## src/ggc_pkg.sv

```systemverilog
`timescale 1ns / 1ps

package ggc_pkg;

  localparam int unsigned DEF_MAX_VERTICES = 4096;
  localparam int unsigned DEF_MAX_COLORS   = 64;

  localparam int unsigned FUNC_W     = 2;
  localparam int unsigned VERTEX_W   = 12;
  localparam int unsigned COLOR_W    = 6;
  localparam int unsigned CCOUNT_W   = 7;
  localparam int unsigned POSITION_W = 13;

  localparam logic [CCOUNT_W-1:0]   COLOR_COUNT_RESET = 7'd8;
  localparam logic [POSITION_W-1:0] POSITION_MAX      = 13'd8191;

  // width of the run tag kept next to each stored colour
  localparam int unsigned EPOCH_W = 8;

  localparam int unsigned QUEUE_DEPTH = 4;
  localparam int unsigned QUEUE_AW    = $clog2(QUEUE_DEPTH);

  localparam logic [FUNC_W-1:0] FUNC_CLEAR  = 2'd0;
  localparam logic [FUNC_W-1:0] FUNC_NBR    = 2'd1;
  localparam logic [FUNC_W-1:0] FUNC_FINISH = 2'd2;

  typedef enum logic [1:0] {
    KIND_CLEAR,
    KIND_NBR,
    KIND_FIN
  } ggc_kind_e;

  typedef struct packed {
    ggc_kind_e             kind;
    logic [VERTEX_W-1:0]   vertex;
    logic [VERTEX_W-1:0]   neighbor;
    logic                  in_range;  // finish vertex lies inside the store
  } ggc_item_t;

endpackage

```

## src/ggc_front.sv

```systemverilog
`timescale 1ns / 1ps

module ggc_front import ggc_pkg::*; #(
  parameter int unsigned MAX_VERTICES = DEF_MAX_VERTICES
) (
  input  logic                clk_i,
  input  logic                rst_ni,
  input  logic                start_i,
  input  logic [FUNC_W-1:0]   func_i,
  input  logic [VERTEX_W-1:0] vertex_i,
  input  logic [VERTEX_W-1:0] neighbor_i,
  input  logic                sweep_i,
  input  logic                q_full_i,
  output logic                busy_o,
  output logic                push_o,
  output ggc_item_t           item_o
);

  logic      valid_q, valid_d;
  ggc_item_t item_q, item_d;
  logic      keep;
  logic      accept;

  assign busy_o = sweep_i || (valid_q && q_full_i);
  assign accept = start_i && !busy_o;
  assign push_o = valid_q && !q_full_i;
  assign item_o = item_q;

  // classify: unused codes and neighbours outside the store are dropped here
  always_comb begin
    keep             = 1'b0;
    item_d.kind      = KIND_CLEAR;
    item_d.vertex    = vertex_i;
    item_d.neighbor  = neighbor_i;
    item_d.in_range  = (32'(vertex_i) < 32'(MAX_VERTICES));
    case (func_i)
      FUNC_CLEAR: begin
        keep        = 1'b1;
        item_d.kind = KIND_CLEAR;
      end
      FUNC_NBR: begin
        keep        = (32'(neighbor_i) < 32'(MAX_VERTICES));
        item_d.kind = KIND_NBR;
      end
      FUNC_FINISH: begin
        keep        = 1'b1;
        item_d.kind = KIND_FIN;
      end
      default: keep = 1'b0;
    endcase
  end

  always_comb begin
    valid_d = valid_q;
    if (accept) begin
      valid_d = keep;
    end else if (push_o) begin
      valid_d = 1'b0;
    end
  end

  always_ff @(posedge clk_i or negedge rst_ni) begin
    if (!rst_ni) begin
      valid_q <= 1'b0;
      item_q  <= '0;
    end else begin
      valid_q <= valid_d;
      if (accept) begin
        item_q <= item_d;
      end
    end
  end

endmodule

```

## config.mk

```make
export PLATFORM = sky130hd
export DESIGN_NAME = ggc_front
export DESIGN_NICKNAME = d
export VERILOG_FILES = /design/src/ggc_pkg.sv /design/src/ggc_front.sv
export SDC_FILE = /design/constraint.sdc
export NUM_CORES = 1
export LEC_CHECK = 0
export BUFFER_PORTS_ARGS = -buffer_cell sky130_fd_sc_hd__buf_4
export CORE_AREA = 2 2 58 60
export CTS_CLUSTER_SIZE = 8
export DETAILED_ROUTE_END_ITERATION = 10
export DIE_AREA = 0 0 60 62
export PLACE_DENSITY = 0.8
export SYNTH_ARGS = -nofsm -noshare
export SYNTH_HDL_FRONTEND = slang
export SYNTH_SLANG_ARGS = --single-unit
```

## constraint.sdc

```tcl
create_clock -name clk_i -period 1.3 [get_ports clk_i]
set_input_delay 0 -clock clk_i [delete_from_list [all_inputs] [get_ports clk_i]]
set_output_delay 0 -clock clk_i [all_outputs]
set_load 0.02 [all_outputs]
```

==> impl_results.md <==
* Leakage at about 1 nW
* Maxcap violations at 0
* Crit-path cells: a21oi_4 > nand2_4 > buf_12 > mux2_4
* Critical path launch point type: flop
* I/O Buffers at 59
* Clk Latency, worst-skew pair at around 0.32 ns
* Seq pwr share at approximately 43%
* Num CTS Buffers at 3
* Design Area, Final at 2030 um2
* Layout cells sized above 1 at 61.4%
* Slew @ Worst Pin at between 0.3 and 0.4 ns
* WL/cell at roughly 14 um
* CP arrival at around 1.5 ns
* Filler cell count at about 230
* Die Span X at 60 um
* GRT Max-Usage Layer: met2
* Ports at 60
* Initial antenna violation count at 0
* Comb power frac at 34.6%
* Slew margin rel. at between 70 and 80%
* Crit-path leading delay family: flip-flops
* Required @ worst endpoint at about 1.5 ns
* Area delta synth->final at 76.4%
* Area of the multi-input gates at approximately 430 um2
* Via count at around 900
* Post-Synthesis Mean Instance Area at 17.7 um2
* Remaining DRCs at 0
* Power Density at 1260 nW/um2
* Biggest area consumer among synthesized cells: dfrtp_1
* Post-Layout Cell Count at between 200 and 250
* DR iter-0 viols at 24
* Max Fclk at about 780 MHz
* Worst vdd ir at roughly 750 uV
* Yosys cell types at 11
* # setup viols final at 0
* Buffers plus inverters on the worst setup path at 1
* Outcome: finished clean
* Syn Inst Count at 65
* CTS clock-pin slew for the worst setup and hold paths at roughly 0.15 ns
* Final period util at between 90% and 100%
* FP Rows at 21
* Synth Net Count at 96
* All-layer global routing usage at between 10% and 20%
* Hold violation count in the final report at 0
* CP Capture Type: flop
* FF+latch area at ~700 um2
* Clock Skew at approximately 0.00077 ns
* Core area at roughly 3200 um2
* YS warnings at 0
* 1st-pass router iterations at 4
* Placed Cells at 170
* Final WL at about 2.8 mm
* Synth top area share at between 60% and 70%
* Largest net degree at the start of global routing at 29
* TritonCTS clock tree: yes
* N_diodes at 0
* GPL Wtd Cong at about 0.72
* Post-DP HPWL at roughly 1.8 mm
* Vias per std cell at about 4.3
* Min-delay worst type: input port to flop
* H-tree depth at 1
* Crit-path max FO at 18
* Number of synthesized register bits at 28
* Critical Setup Path Class: flop to flop
* Placed cell area at ~1700 um2
* Clk buf depth at 2
* Initial Util at between 30% and 40%
* Global routing usage on met3 at between 1.5 and 2%
* CTS sink count at 28
* Syn Std Cell Area at 1150 um2
* Slew Viols, Final at 0
* First-pass GRT wire length at approximately 4.3 mm
* Clk pwr share at 22.3%
* Overflow after GRT at 0
* Clock root buffer: clkbuf_4
* Ranking of synthesized cells by area: dfrtp_1 61%, mux2_4 25%, mux2_2 6.9%
* Die height at roughly 62 um
* Switching share of power at between 20% and 30%
* Global Route met2 Usage at 29.0%
* Nets at between 150 and 200
* CP peak stage delay at 0.44 ns
* WHS at ~0.025 ns
* Internal Power at ~1.8 mW
* NetSw at between 0.7 and 0.8 mW
* Number of global-route vias before repair at roughly 920
* Slowest cell on the critical path: dfrtp_1
* ANT nets after route at 0
* Full die area at 3720 um2
* Register area share after synthesis at 60.9%
* Met1 Usage GRT at 17.8%
* RSZ-0062 raised after global routing: yes
* Post-layout min period at 1.28 ns
==> flip-flops by register name (all words and copies together), names as in the netlist <==
| signal | count |
|---|---|
| item_o | 27 |
| valid_q | 1 |
==> worst reg2reg max path, cell delays in order, from the launching register on <==
cell and delay (ns):
dfrtp_1 0.44, a21oi_4 0.18, nand2_4 0.09, buf_12 0.16
mux2_4 0.31
==> layout by cell type, fill, tap and decap left out <==
cell type      instances
a21oi_4                1
a32o_1                 1
buf_12                 2
buf_4                 60
buf_6                  2
bufinv_16              1
clkbuf_4               3
dfrtp_1               28
dlygate4sd3_1         27
inv_2                  1
mux2_2                 7
mux2_4                19
nand2_1                1
nand2_4                1
nand2b_1               1
nor2b_1                3
==> final cells by class <==
cell class / count / area share, %
clock buffers: 3 / 1.11
clock inverters: 1 / 1.48
inverters: 1 / 0.185
multi-input cells: 34 / 21.2
flip-flops and latches: 28 / 34.5
well taps: 46 / 2.84
repair buffers: 91 / 38.6
==> cell usage after synthesis (all sizes together) <==
library cell / n
mux2: 26
nand2b: 1
dfrtp: 28
a21oi: 1
buf: 2
nor2b: 3
nand2: 2
inv: 1
a32o: 1
==> path summary, 6_finish.rpt <==
kind	cells past startpoint	endpoint	slack (ns)	startpoint
worst max-delay path	4	item_o[5]	0.02	valid_q
worst min-delay path	3	valid_q	0.03	func_i[1]
worst max register to register	4	item_o[5]	0.02	valid_q
worst min register to register	1	item_o[0]	0.49	item_o[0]
max in group asynchronous	2	item_o[16]	0.93	rst_ni
min in group asynchronous	2	item_o[1]	0.11	rst_ni
==> power groups by stage <==
| stage | Combinational [mW] | Sequential, mW | Clock (mW) |
|---|---|---|---|
| floorplan | 0.248 | 1.29 | 0 |
| global placement | 0.788 | 1.11 | 0 |
| detailed placement | 0.801 | 1.12 | 0 |
| CTS | 0.879 | 1.10 | 0.584 |
| global route | 0.942 | 1.13 | 0.626 |
| finish | 0.885 | 1.11 | 0.570 |
==> routing by layer <==
layer / up-vias / part of all wire [%]
met1: 431 / 37
met3: 8 / 3.7
li1: 409 / -
met4: 0 / 3.4
met5: - / 0
met2: 37 / 56
==> cells by family after synthesis <==
group                  count (synthesis)  synth area share [%]
buffers and inverters                  3                  2.28
DFF                                   28                  60.9
and+or+nand+nor                        6                  3.48
muxes                                 26                  31.7
AOI/OAI and AO/OA                      2                  1.63
==> stage by stage <==
step	setup slack (ns)	setup TNS, ns	util, %	power [mW]
4_1_cts	0.00387	0	63.1	2.57
3_3_place_gp	0.0345	0	52.5	1.90
3_5_place_dp	-0.0104	-0.0457	52.5	1.92
2_1_floorplan	0.0294	0	-	1.54
6_report	0.0245	0	63.8	2.56
5_1_grt	-0.0219	-0.157	63.8	2.69
==> repair_timing <==
item	4_1_cts	5_1_grt
buffers inserted	2	1
setup endpoints to repair	14	27
resized for setup	0	4
hold buffers	27	0
pin swaps	1	1
hold endpoints to repair	53	0
Power figures use the tool's default switching activity.
