--- config.mk ---
export PLATFORM = sky130hd
export DESIGN_NAME = ggc_queue
export DESIGN_NICKNAME = d
export VERILOG_FILES = /design/src/ggc_pkg.sv /design/src/ggc_queue.sv
export SDC_FILE = /design/constraint.sdc
export NUM_CORES = 1
export LEC_CHECK = 0
export ABC_CLOCK_PERIOD_IN_PS = 2200
export BUFFER_PORTS_ARGS = -buffer_cell sky130_fd_sc_hd__buf_2
export CAP_MARGIN = 10
export CORE_MARGIN = 1
export CORE_UTILIZATION = 55
export CTS_CLUSTER_SIZE = 8
export DETAILED_ROUTE_END_ITERATION = 16
export PLACE_DENSITY = 0.77
export REMOVE_ABC_BUFFERS = 1
export SYNTH_ARGS = -nofsm -noshare
export SYNTH_HDL_FRONTEND = slang
export SYNTH_SLANG_ARGS = --single-unit
--- constraint.sdc ---
create_clock -name clk_i -period 2.2 [get_ports clk_i]
set_clock_uncertainty 0.15 [all_clocks]
set_input_delay 0.11 -clock clk_i [delete_from_list [all_inputs] [get_ports clk_i]]
set_output_delay 0.11 -clock clk_i [all_outputs]
set_load 0.02 [all_outputs]
--- src/ggc_pkg.sv ---
`timescale 1ns / 1ps

package ggc_pkg;

  localparam int unsigned DEF_MAX_VERTICES = 4096;
  localparam int unsigned DEF_MAX_COLORS   = 64;

  localparam int unsigned FUNC_W     = 2;
  localparam int unsigned VERTEX_W   = 12;
  localparam int unsigned COLOR_W    = 6;
  localparam int unsigned CCOUNT_W   = 7;
  localparam int unsigned POSITION_W = 13;

  localparam logic [CCOUNT_W-1:0]   COLOR_COUNT_RESET = 7'd8;
  localparam logic [POSITION_W-1:0] POSITION_MAX      = 13'd8191;

  // width of the run tag kept next to each stored colour
  localparam int unsigned EPOCH_W = 8;

  localparam int unsigned QUEUE_DEPTH = 4;
  localparam int unsigned QUEUE_AW    = $clog2(QUEUE_DEPTH);

  localparam logic [FUNC_W-1:0] FUNC_CLEAR  = 2'd0;
  localparam logic [FUNC_W-1:0] FUNC_NBR    = 2'd1;
  localparam logic [FUNC_W-1:0] FUNC_FINISH = 2'd2;

  typedef enum logic [1:0] {
    KIND_CLEAR,
    KIND_NBR,
    KIND_FIN
  } ggc_kind_e;

  typedef struct packed {
    ggc_kind_e             kind;
    logic [VERTEX_W-1:0]   vertex;
    logic [VERTEX_W-1:0]   neighbor;
    logic                  in_range;  // finish vertex lies inside the store
  } ggc_item_t;

endpackage

--- src/ggc_queue.sv ---
`timescale 1ns / 1ps

module ggc_queue import ggc_pkg::*; (
  input  logic      clk_i,
  input  logic      rst_ni,
  input  logic      push_i,
  input  ggc_item_t item_i,
  input  logic      pop_i,
  output ggc_item_t item_o,
  output logic      full_o,
  output logic      empty_o
);

  ggc_item_t             store_q [QUEUE_DEPTH];
  logic [QUEUE_AW-1:0]   wr_ptr_q, rd_ptr_q;
  logic [QUEUE_AW:0]     cnt_q;

  assign full_o  = (cnt_q == (QUEUE_AW + 1)'(QUEUE_DEPTH));
  assign empty_o = (cnt_q == '0);
  assign item_o  = store_q[rd_ptr_q];

  always_ff @(posedge clk_i) begin
    if (push_i) begin
      store_q[wr_ptr_q] <= item_i;
    end
  end

  always_ff @(posedge clk_i or negedge rst_ni) begin
    if (!rst_ni) begin
      wr_ptr_q <= '0;
      rd_ptr_q <= '0;
      cnt_q    <= '0;
    end else begin
      if (push_i) begin
        wr_ptr_q <= wr_ptr_q + 1'b1;
      end
      if (pop_i) begin
        rd_ptr_q <= rd_ptr_q + 1'b1;
      end
      if (push_i && !pop_i) begin
        cnt_q <= cnt_q + 1'b1;
      end else if (pop_i && !push_i) begin
        cnt_q <= cnt_q - 1'b1;
      end
    end
  end

endmodule

==> results, run 1 <==
- Leaving out fill and tap cells, the most frequent cell in the layout is sky130_fd_sc_hd__edfxtp_1.
- Synthesis produced a netlist whose cell count is 175.
- Timing would allow up to 0.473 GHz.
- The number of hold-slack violations in the final timing report is 0.
- The flop-to-flop setup slack is 0.54 ns.
- The top cell types in the final layout, fill and taps aside, are sky130_fd_sc_hd__edfxtp_1 (108), sky130_fd_sc_hd__buf_2 (59), sky130_fd_sc_hd__dlygate4sd3_1 (31).
- Port buffering added 59 buffers.
- The repair_antennas step left the layout with diodes totalling 0.
- STA classifies the critical path startpoint as a flop.
- The area growth from synthesis to final layout is 32.0%.
- The width of the chip is 90.4 µm.
- In this run the cell area measured after placement is 4780 µm².
- The path type of the worst setup path is flop to output pin.
- In the routed design, unresolved DRC markers number 0.
- TritonCTS built the clock tree.
- The net load switching power is 2430 µW.
- The post-synthesis register bit count is 115.
- The share of the synthesized area in the top cell type is 0.754.
- The post-layout instance count excluding filler cells is 401.
- The critical path required time is 1.94 ns.
- The post-synthesis cell type with the largest combined area is sky130_fd_sc_hd__edfxtp_1.
- The critical-path maximum fanout is 7.
- The via density per instance is 5.36.
- The HPWL after detailed placement is 4200 µm.
- Fill cells in the final layout number 398.
- Dividing the detail-routed wire length by the instance count gives 19.9 µm.
- VDD sags by at most 0.000857 V.
- The number of warnings issued by yosys is 0.
- The initial core utilization is 0.580.
- The internal power of the cells is 5540 µW.
- The cell depth of the worst hold path is 2.
- The flow ran to the end, and the final reports show no timing, DRC or antenna violations.
- After global routing the overflow that remains totals 0.
- The master of the slowest instance on the critical path is sky130_fd_sc_hd__mux4_2.
- The floorplan has 31 rows.
- The synthesized netlist occupies a cell area of 4300 µm².
- In this run the tightest slew margin relative to its limit is 0.725.
- Max-cap violations in this run came to 0.
- The proportion of total power due to net switching is 0.305.
- The number of different library cells used by synthesis comes to 20.
- The cell total after placement is 337.
- The part of the power in the clock network is 0.325.
- The worst register-to-register path begins at wr_ptr_q[1].
- The final worst-path cycle share is 0.962.
- The largest stage delay on the critical path is 0.53 ns.
- For this block, the routed nets add up to 7970 µm of wire.
- Measured along the y axis, the die boundary spans 90.4 µm.
- The number of I/O pins is 60.
- The first global-routing pass estimated 12300 µm of wire.
- For this design the static power due to leakage is 0.00206 µW.
- Dividing total power by cell area gives a power density of 1400 nW/µm².
- Entering global routing, the biggest net connects 28 pins.
- The arrival time at the worst endpoint is 1.86 ns.
- The final instance area is 5680 µm².
- In this run the critical register-to-register path is captured at store_q[1][19].
- The cell family with the largest share of critical-path delay is multiplexers.
- The root buffer cell chosen for the clock tree is sky130_fd_sc_hd__clkbuf_8.
- The maximum buffer depth of the clock tree is 2.
- The initial antenna violation count is 0.
- The slew at the pin closest to its max-slew limit is 0.413 ns.
- At the end of routability-driven placement, the weighted congestion stood at 0.713.
- The via count of the first global-routing pass is 2366.
- After clock tree synthesis, the clock-pin slew on the worst setup and hold paths is 0.06 ns.
- The number of nets at the end of the flow is 326.
- Buffers inserted during clock tree synthesis total 17.
- The number of buffer and inverter stages on the critical path is 2.
- The path class of the tightest hold or removal check is primary input to flop.
- After the first detailed-routing iteration, the DRC count stood at 151.
- Walking the worst path, the cells encountered are buf_6 > mux4_2 > buf_2.
- The H-tree depth reported by CTS is 4.
- The number of pins with negative max-slew slack in the final report is 0.
- The nature of the critical path endpoint is an output pin.
- In the final layout, the share of cells above drive strength 1 is 0.427.
- The final sum of negative setup slack is 0 ns.
- The total number of vias is 2151.
- The origin of the worst min-delay path is item_i[26].
- Measured in cells, the most critical reg-to-reg path has a length of 4.
- In the post-synthesis netlist, the biggest area contributors are sky130_fd_sc_hd__edfxtp_1 (75%), sky130_fd_sc_hd__mux4_2 (14%), sky130_fd_sc_hd__dfrtp_1 (4.1%).
- The final critical path time including I/O delays and setup is 2.12 ns.
- The number of sinks on the clock net is 115.
- The residual antenna-violating net count after detailed routing is 0.
- The worst hold path endpoint is store_q[0][26].
- For this run, the total global-route usage over all layers was measured as 0.214.
- Setup repair after global routing left no endpoint under its margin.
- Summing internal, switching and leakage power gives 7970 µW.
- The total area inside the core boundary comes to 7410 µm².
- Clock latency on the worst-skew pair, taken at its later pin, is 0.50 ns.
- Setup violations remaining at the end of the flow were counted as 0.
- The mean instance size in the synthesized netlist is 24.6 µm².
- The combinational group share of total power is 0.293.
- The share of the Yosys chip area taken by registers is 0.795.
- The first-pass iteration count of the detailed router is 4.
- The sequential cell fraction of total power is 0.382.
- The full die area is 8170 µm².
- The tightest hold path in the finished design has a slack of 0.193 ns.
[power by group through the flow]
stage | logic [µW] | clock network, µW | registers [µW]
floorplan | 1340 | 0 | 3200
global placement | 2230 | 0 | 3070
finish | 2340 | 2590 | 3050
global route | 2480 | 2720 | 3080
detailed placement | 2230 | 0 | 3090
CTS | 2370 | 2620 | 3050
[cell type report]
type	instances	area, µm²	area share
clock buffers	17	414	0.0730
clock inverters	15	159	0.0280
inverters	4	15.0	0.00264
multi-input cells	50	812	0.143
flip-flops and latches	115	3420	0.602
well taps	99	124	0.0218
repair buffers	101	733	0.129
[cell families after synthesis]
family                   count (synthesis)  synth area share
AO/OA/AOI/OAI                            1           0.00116
XOR/XNOR                                 6            0.0122
adder cells (fa/ha/maj)                  6            0.0192
buffers and inverters                   10            0.0160
flip-flops                             115             0.795
multiplexers                            28             0.145
AND/OR/NAND/NOR                          9            0.0113
[per-layer routing]
metal / up-vias / wire length, µm / GRT usage
li1: 959 / - / -
met1: 1108 / 3180 / 0.247
met2: 65 / 4250 / 0.361
met3: 19 / 357 / 0.0657
met4: 0 / 181 / 0.116
met5: - / 0 / 0
[worst max path at each step]
stage	from	endpoint	slack (ns)	cells after the start
finish	rd_ptr_q[0]	item_o[8]	0.08	3
global route	rd_ptr_q[0]	item_o[8]	0.02	3
CTS	rd_ptr_q[0]	item_o[8]	0.02	3
detailed placement	rd_ptr_q[0]	item_o[10]	0.48	3
global placement	rd_ptr_q[0]	item_o[2]	0.51	3
floorplan	rd_ptr_q[0]	item_o[20]	-0.1	1
[metrics by stage]
stage          setup slack [ns]   util
4_1_cts                  0.0205  0.765
6_report                 0.0842  0.766
2_1_floorplan           -0.0986      -
3_5_place_dp              0.484  0.645
5_1_grt                  0.0164  0.766
3_3_place_gp              0.508  0.645
[Yosys cell counts]
cell type and n:
sky130_fd_sc_hd__buf_12 1, sky130_fd_sc_hd__fa_1 1, sky130_fd_sc_hd__nor3_1 1, sky130_fd_sc_hd__buf_4 1, sky130_fd_sc_hd__nor2_1 1, sky130_fd_sc_hd__dfrtp_1 7, sky130_fd_sc_hd__o21ai_0 1, sky130_fd_sc_hd__ha_1 5
sky130_fd_sc_hd__edfxtp_1 108, sky130_fd_sc_hd__inv_1 4, sky130_fd_sc_hd__mux2_2 1, sky130_fd_sc_hd__nor3b_1 1, sky130_fd_sc_hd__xnor2_1 2, sky130_fd_sc_hd__mux4_1 1, sky130_fd_sc_hd__and2_1 4, sky130_fd_sc_hd__buf_2 3
sky130_fd_sc_hd__nand2_1 2, sky130_fd_sc_hd__xor2_1 4, sky130_fd_sc_hd__buf_6 1, sky130_fd_sc_hd__mux4_2 26
[flip-flops by register name (all words and copies together) (netlist names)]
signal	count
store_q	108
wr_ptr_q	2
rd_ptr_q	2
cnt_q	3
[what timing repair did]
| action | CTS | global route |
|---|---|---|
| hold endpoints to repair | 121 | 0 |
| gates cloned | 0 | 0 |
| hold buffers | 31 | 0 |
| gates resized for setup | 0 | 2 |
| buffers inserted | 1 | 0 |
| endpoints found under the setup margin | 16 | 10 |
Note: power is estimated with default switching activity, not from simulation.
==> run 2, diff against run 1 <==
Settings changed: BUFFER_PORTS_ARGS -buffer_cell sky130_fd_sc_hd__buf_2 to unset, CELL_PAD_IN_SITES_DETAIL_PLACEMENT set to 2, CELL_PAD_IN_SITES_GLOBAL_PLACEMENT set to 2, CORE_UTILIZATION 55 to 49, DONT_BUFFER_PORTS set to 1, PLACE_DENSITY 0.77 to unset, PLACE_DENSITY_LB_ADDON set to 0.1.
==> run 2 against run 1 <==
  * The flow now stops in detailed placement
  * Synthesized area unchanged
  * Synthesized cell count is the same
==> results, run 2 <==
- The run stopped with a tool error.
- The total number of placement rows is 33 (+6.5%).
- The number of I/O port buffers is 0 (-100%).
- The die outline height came to 95.7 µm (+5.8%).
- By count the netlist is led by sky130_fd_sc_hd__edfxtp_1 (108), sky130_fd_sc_hd__mux4_2 (26), sky130_fd_sc_hd__dfrtp_1 (7), sky130_fd_sc_hd__ha_1 (5).
- The most instantiated flip-flop cell in the synthesis netlist is sky130_fd_sc_hd__edfxtp_1.
- The global placement routability congestion is 0.654 (-8.2%).
- The number of I/O pins is 60 (unchanged).
- The instance count of the mapped netlist is 175 (unchanged).
- The failing step is detailed placement.
- The width of the chip came to 95.7 µm (+5.8%).
- The post-synthesis register bit count is 115 (unchanged).
- The share of the synthesized area in the top cell type is 0.754 (unchanged).
- The post-synthesis cell type with the largest combined area is sky130_fd_sc_hd__edfxtp_1.
- The initial core utilization came to 0.515 (-0.0649).
- The proportion of register bits with asynchronous set or reset after synthesis was 0.0609 (unchanged).
- The detailed placer's ending HPWL is 5970 µm (+42%).
- The post-synthesis sequential area ratio was 0.795 (unchanged).
- The first error in the log reads "[ERROR DPL-0033] detailed placement checks failed during check placement".
- The number of unique standard cell types used by synthesis is 20 (unchanged).
- The mean instance size in the synthesized netlist was 24.6 µm² (unchanged).
- The number of warnings issued by yosys was 0 (unchanged).
- The count of flip-flops with a built-in enable after synthesis is 108 (unchanged).
- The cell area after synthesis was 4300 µm² (unchanged).
- In the post-synthesis netlist, the biggest area contributors are sky130_fd_sc_hd__edfxtp_1 (75%), sky130_fd_sc_hd__mux4_2 (14%), sky130_fd_sc_hd__dfrtp_1 (4.1%).
- The library cell with the highest instance count after synthesis is sky130_fd_sc_hd__edfxtp_1.
==> run 2: cell counts after synthesis <==
No cell type changed its count.
==> run 2: metrics by stage <==
step | TNS, ns | cells | hold slack (ns) | setup slack (ns)
after floorplan | -0.299 | 169 | -0.336 | -0.0986
after global placement | 0 | 285 | -0.335 | 0.517
==> run 2: cell families after synthesis <==
family          synth area share
mux                        0.145
simple gates              0.0113
xor+xnor                  0.0122
flops                      0.795
buf+inv                   0.0160
compound gates           0.00116
fa+ha+maj                 0.0192
==> run 3, diff against run 2 <==
Settings changed: CELL_PAD_IN_SITES_DETAIL_PLACEMENT 2 to unset, CELL_PAD_IN_SITES_GLOBAL_PLACEMENT 2 to unset, CORE_UTILIZATION 49 to 40, CTS_CLUSTER_SIZE 8 to unset, PLACE_DENSITY_LB_ADDON 0.1 to 0.15.
==> run 3 against run 2 <==
  * The flow now finishes without violations
==> results, run 3 (synthesis gave the netlist of run 1 again) <==
- The run finished with clean final reports.
- The worst path in the final design needs a cycle of 2.03 ns, including I/O delays and setup.
- The total number of placement rows is 37 (+12%).
- The most frequent standard cell in the layout excluding fill and tap cells is sky130_fd_sc_hd__edfxtp_1.
- The number of I/O pins was 60 (unchanged).
- Of the cells placed in the final design, the portion with a size suffix greater than 1 is 0.287.
- The arrival time at the worst endpoint is 1.77 ns.
- The initial core utilization was 0.415 (-0.101).
- In this run the worst hold path is classified as primary input to flop.
- The number of pins with negative max-slew slack in the final report is 0.
- The overall routing resource usage is 0.146.
- The number of sinks on the clock net is 115.
- Setup slack on the worst reg-to-reg path comes out at 0.51 ns.
- Detailed routing inserted a total of 1894 vias.
- The CTS tree is done.
- The smallest hold slack is 0.177 ns.
- Setup repair after global routing left no endpoint under its margin.
- The residual antenna-violating net count after detailed routing is 0.
- The cell sitting at the root of the clock tree is a sky130_fd_sc_hd__clkbuf_8.
- The number of flip-flops under the largest register name is 108.
- Entering global routing, the biggest net connects 19 pins.
- The critical path goes through buf_12 > mux4_2.
- The cell family with the largest share of critical-path delay is multiplexers.
- The number of nets at the end of the flow is 268.
- The via count of the first global-routing pass is 2128.
- The filler cell count is 826.
- The global placement routability congestion is 0.612 (-6.5%).
- The detailed-routing wirelength on met1 is 2980 µm.
- The area inside the core boundary is 10400 µm².
- The startpoint type of the worst setup path is a flop.
- The detailed placer's ending HPWL is 4760 µm (-20%).
- The floorplan step defined a die boundary enclosing 11200 µm².
- The number of I/O port buffers is 0 (unchanged).
- The routed wire length is 7320 µm.
- The critical path required time is 1.94 ns.
- Of the total power, the share spent switching nets is 0.291.
- The maximum ir drop on the vdd rail is 0.000609 V.
- For the pin with the worst max-slew slack, the measured transition is 0.653 ns.
- The internal power of the cells totals 5460 µW.
- The largest register by flop count is store_q.
- The clock-pin slew reported for the worst setup and hold paths after clock tree synthesis is 0.05 ns.
- In this run the tightest slew margin relative to its limit is 0.564.
- Dividing the final minimum period by the clock period gives 0.923.
- Of the total power, registers draw 0.398.
- Dividing total power by cell area gives a power density of 1410 nW/µm².
- Counting tap cells, the placed design contains a total of 315 instances.
- The top cell types in the final layout, fill and taps aside, are sky130_fd_sc_hd__edfxtp_1 (108), sky130_fd_sc_hd__dlygate4sd3_1 (31), sky130_fd_sc_hd__mux4_2 (26).
- The final global-route overflow total is 0.
- The post-layout instance count excluding filler cells is 380.
- The wire length of the first global-routing pass is 11600 µm.
- The maximum achievable frequency is 0.493 GHz.
- The top layer reached by signal wires is met4.
- For this run, design rule violations remaining after detail routing come to 0.
- The path type of the worst setup path is flop to output pin.
- The number of diodes is 0.
- Summed over all nets, the switching power comes to 2240 µW.
- After detailed routing, the average wire length per cell comes to 19.3 µm.
- The combinational group share of total power is 0.270.
- The number of hold-slack violations in the final timing report is 0.
- The maximum buffer depth of the clock tree is 2.
- The number of maximum-capacitance violations is 0.
- The master of the slowest instance on the critical path is sky130_fd_sc_hd__mux4_2.
- The first TritonRoute pass finished after 4 iterations.
- From synthesis to final layout, the design area changed by 26.8%.
- The number of setup violations in the final report is 0.
- The initial antenna violation count is 0.
- The die outline height is 106 µm (+10%).
- The clock insertion delay at the later pin of the skew report is 0.49 ns.
- The H-tree generated during clock tree synthesis spans 4 levels.
- The nature of the critical path endpoint is an output pin.
- For this run, the slowest stage of the critical path takes 0.59 ns.
- The number of buffers added by the clock tree synthesis step is 17.
- In this run the static leakage power is 0.00184 µW.
- The routed design uses 374 µm of met3 wire.
- The width of the chip is 106 µm (+10%).
- The critical-path maximum fanout is 11.
- The number of buffer and inverter stages on the critical path is 1.
- The total length of routed met2 wires is 3890 µm.
- For this block, the initial DRC count from the detailed router was 57.
- The share of total power dissipated in the clock network is 0.332.
- The via density per instance is 4.98.
- In the final layout, the registers with the most flip-flops are store_q: 108 flops, cnt_q: 3 flops.
==> run 3: final cells by class <==
type / count / area [µm²] / area share
inverters: 4 / 15.0 / 0.00275
multi-input cells: 50 / 817 / 0.150
clock buffers: 20 / 425 / 0.0780
well taps: 136 / 170 / 0.0312
repair buffers: 43 / 463 / 0.0849
clock inverters: 12 / 139 / 0.0255
flip-flops and latches: 115 / 3420 / 0.628
==> run 3: layer usage <==
layer	vias up	track usage
li1	839	-
met1	997	0.175
met2	53	0.243
met4	0	0.0446
met3	5	0.0575
met5	-	0
==> run 3: what timing repair did <==
| action | in CTS | in global routing |
|---|---|---|
| endpoints found under the setup margin | 19 | 9 |
| hold buffers | 31 | 0 |
| buffers inserted | 0 | 2 |
| resized for setup | 1 | 0 |
| endpoints found under the hold margin | 164 | 0 |
==> run 3: metrics by stage <==
stage          utilization  instance area, µm²  setup TNS (ns)  setup WS (ns)  power (µW)
2_1_floorplan            -                4250          -0.299        -0.0986        4530
3_3_place_gp         0.438                4550               0          0.503        5010
3_5_place_dp         0.438                4550               0          0.482        5100
4_1_cts              0.523                5420               0         0.0245        7750
5_1_grt              0.526                5450               0         0.0947        8040
6_report             0.526                5450               0          0.170        7700
==> run 3: final timing paths <==
| check | start | endpoint | depth (start not counted) |
|---|---|---|---|
| worst max-delay path | rd_ptr_q[0] | item_o[5] | 2 |
| worst min-delay path | item_i[5] | store_q[0][5] | 1 |
| worst max register to register | wr_ptr_q[0] | store_q[2][16] | 4 |
| worst min register to register | cnt_q[2] | cnt_q[2] | 1 |
| max in group asynchronous | rst_ni | rd_ptr_q[0] | 2 |
| min in group asynchronous | rst_ni | rd_ptr_q[1] | 2 |
==> run 3: power groups by stage <==
stage | Clock, µW | Sequential, µW | Combinational [µW]
6_report | 2560 | 3070 | 2080
5_1_grt | 2710 | 3110 | 2220
2_1_floorplan | 0 | 3200 | 1340
3_5_place_dp | 0 | 3140 | 1960
4_1_cts | 2610 | 3100 | 2040
3_3_place_gp | 0 | 3100 | 1910
==> run 4, diff against run 3 <==
Settings changed: PLACE_DENSITY set to 0.52, PLACE_DENSITY_LB_ADDON 0.15 to unset.
==> run 4 against run 3 <==
  * Wire length down 0.12%
  * Highest routed layer unchanged
  * Critical path depth unchanged
  * Total power down 3.7%
  * Maximum frequency down 2.6%
  * Via count down 0.84%
==> results, run 4 (synthesis gave the netlist of run 1 again) <==
- The full die area is 11200 µm² (unchanged).
- The static power due to leakage is 0.00182 µW (-1.1%).
- The buffer cell driving the clock tree root is sky130_fd_sc_hd__clkbuf_8.
- The number of cell instances on the worst register-to-register path is 4 (unchanged).
- The filler cell count is 836 (+1.2%).
- The number of buffers added by the clock tree synthesis step came to 17 (unchanged).
- The maximum buffer depth of the clock tree is 2 (unchanged).
- The routed wire length was 7310 µm (-0.12%).
- The number of I/O pins is 60 (unchanged).
- The area growth from synthesis to final layout is 25.2%.
- The global placement routability congestion came to 0.672 (+9.8%).
- The wire length of the first global-routing pass came to 11500 µm (-0.54%).
- The residual antenna-violating net count after detailed routing is 0 (unchanged).
- The number of maximum-capacitance violations is 0 (unchanged).
- The H-tree depth reported by CTS is 4 (unchanged).
- The overall power consumption is 7420 µW (-3.7%).
- The arrival time at the worst endpoint is 1.82 ns (+0.05 ns).
- STA classifies the critical path endpoint as an output pin.
- The total number of placement rows is 37 (unchanged).
- The fraction of final layout cells sized beyond drive strength 1 was 0.299 (+0.0123).
- In this run the critical register-to-register path is launched from wr_ptr_q[0].
- The maximum ir drop on the vdd rail is 0.000610 V (+0.14%).
- The flop-to-flop setup slack came to 0.51 ns (about the same).
- The tightest min-delay check is of the primary input to flop type.
- The critical-path maximum fanout is 9 (-2).
- The final global-route overflow total is 0 (unchanged).
- The clock-pin slew reported for the worst setup and hold paths after clock tree synthesis was 0.05 ns (about the same).
- The first-pass iteration count of the detailed router is 4 (unchanged).
- The total number of vias was 1878 (-0.84%).
- The number of I/O port buffers is 0 (unchanged).
- The smallest hold slack is 0.169 ns (-0.00811 ns).
- The flow ran to the end, and the final reports show no timing, DRC or antenna violations.
- The final worst-path cycle share is 0.948 (+0.0250).
- The number of diodes is 0 (unchanged).
- The largest net degree at the start of global routing was 20 (+1).
- The worst register-to-register path ends at store_q[0][19].
- The overall routing resource usage is 0.145 (-0.00117).
- The critical path starts at rd_ptr_q[0].
- The number of hold-slack violations in the final timing report is 0 (unchanged).
- The number of sinks on the clock net is 115 (unchanged).
- The width of the chip is 106 µm (unchanged).
- The final critical path time including I/O delays and setup was 2.08 ns (+0.0550 ns).
- The cell area power density is 1380 nW/µm² (-2.4%).
- The area inside the core boundary is 10400 µm² (unchanged).
- The initial antenna violation count is 0 (unchanged).
- The residual DRC count is 0 (unchanged).
- The normalized max-slew margin is 0.546 (-0.0184).
- The via density per instance is 4.94 (-0.84%).
- The initial core utilization is 0.415 (unchanged).
- The number of pins with negative max-slew slack in the final report is 0 (unchanged).
- The critical path required time came to 1.94 ns (about the same).
- In the layout the commonest cells are sky130_fd_sc_hd__edfxtp_1 (108), sky130_fd_sc_hd__dlygate4sd3_1 (31), sky130_fd_sc_hd__mux4_2 (26).
- The number of nets at the end of the flow is 269 (+0.37%).
- The routed length per placed instance came to 19.2 µm (-0.12%).
- The detailed placer's ending HPWL is 4580 µm (-3.9%).
- store_q holds more flip-flops than any other register.
- Setup repair after global routing left no endpoint under its margin.
- The iteration-0 DRC count of the detailed router is 43 (-25%).
- The via count of the first global-routing pass is 2187 (+2.8%).
- The largest registers in the layout are store_q: 108 flops, cnt_q: 3 flops.
- TritonCTS built the clock tree.
- The critical path is of the flop to output pin type.
- The number of setup violations in the final report came to 0 (unchanged).
- The die outline height is 106 µm (unchanged).
- The library cell used most frequently in the layout, excluding fill and tap cells, is sky130_fd_sc_hd__edfxtp_1.
- The number of flip-flops under the largest register name was 108 (unchanged).
- The clock insertion delay at the later pin of the skew report is 0.50 ns (about the same).
- STA classifies the critical path startpoint as a flop.
- The endpoint of the worst setup timing path is item_o[21].
- The maximum achievable frequency is 0.480 GHz (-2.6%).
- The slew at the pin closest to its max-slew limit is 0.680 ns (+0.0276 ns).
==> run 4: cell types whose count changed in the layout (fill, tap and decap cells not counted) <==
cell and delta:
sky130_fd_sc_hd__buf_12 -2, sky130_fd_sc_hd__buf_4 +3, sky130_fd_sc_hd__bufinv_16 -2, sky130_fd_sc_hd__clkbuf_1 -2, sky130_fd_sc_hd__clkinv_1 -1, sky130_fd_sc_hd__clkinv_2 +4
==> run 4: repair_timing <==
item | in CTS | in global routing
hold endpoints to repair | 182 | 0
endpoints found under the setup margin | 18 | 0
hold buffers | 31 | 0
setup buffers | 3 | 0
gates resized for setup | 1 | 0
==> run 4: where the power goes <==
part	leakage (µW)	internal [µW]	switching, µW
logic	0.000496	836	1210
registers	0.00107	2890	160
clock network	0.000251	1460	869
==> run 4: layer usage <==
layer  vias up  track usage  share of wire
met2        41        0.240           0.53
met1       992        0.171           0.42
met4         0       0.0565         0.0064
li1        841            -              -
met3         4       0.0544          0.045
met5         -            0              0
==> run 4: worst min-delay path by stage <==
stage                     cells past startpoint       start             end  slack [ns]
after global placement                        0      rst_ni        cnt_q[1]       -0.34
after floorplan                               0      rst_ni        cnt_q[0]       -0.34
after CTS                                     1   item_i[9]   store_q[0][9]        0.14
after global routing                          1  item_i[13]  store_q[2][13]        0.14
after detailed placement                      0      rst_ni        cnt_q[0]       -0.34
final                                         1   item_i[9]   store_q[1][9]        0.17
==> run 4: layout make-up <==
cell class / count / area (µm²) / share of cell area
clock inverters: 13 / 95.1 / 0.0177
clock buffers: 18 / 418 / 0.0776
repair buffers: 44 / 445 / 0.0828
well taps: 136 / 170 / 0.0316
multi-input cells: 50 / 817 / 0.152
flip-flops and latches: 115 / 3420 / 0.636
inverters: 4 / 15.0 / 0.00279
==> run 4: critical path, cell delays in order, from the launching register on <==
cell	delay [ns]
sky130_fd_sc_hd__dfrtp_4	0.48
sky130_fd_sc_hd__buf_4	0.24
sky130_fd_sc_hd__mux4_2	0.61
==> run 4: through the flow <==
stage | utilization | cells | cell area (µm²) | setup slack, ns | TNS [ns]
floorplan | - | 169 | 4250 | -0.0986 | -0.299
finish | 0.519 | 380 | 5380 | 0.115 | 0
global placement | 0.437 | 315 | 4530 | 0.422 | 0
CTS | 0.519 | 380 | 5380 | 0.0720 | 0
detailed placement | 0.437 | 315 | 4530 | 0.412 | 0
global route | 0.519 | 380 | 5380 | 0.0286 | 0
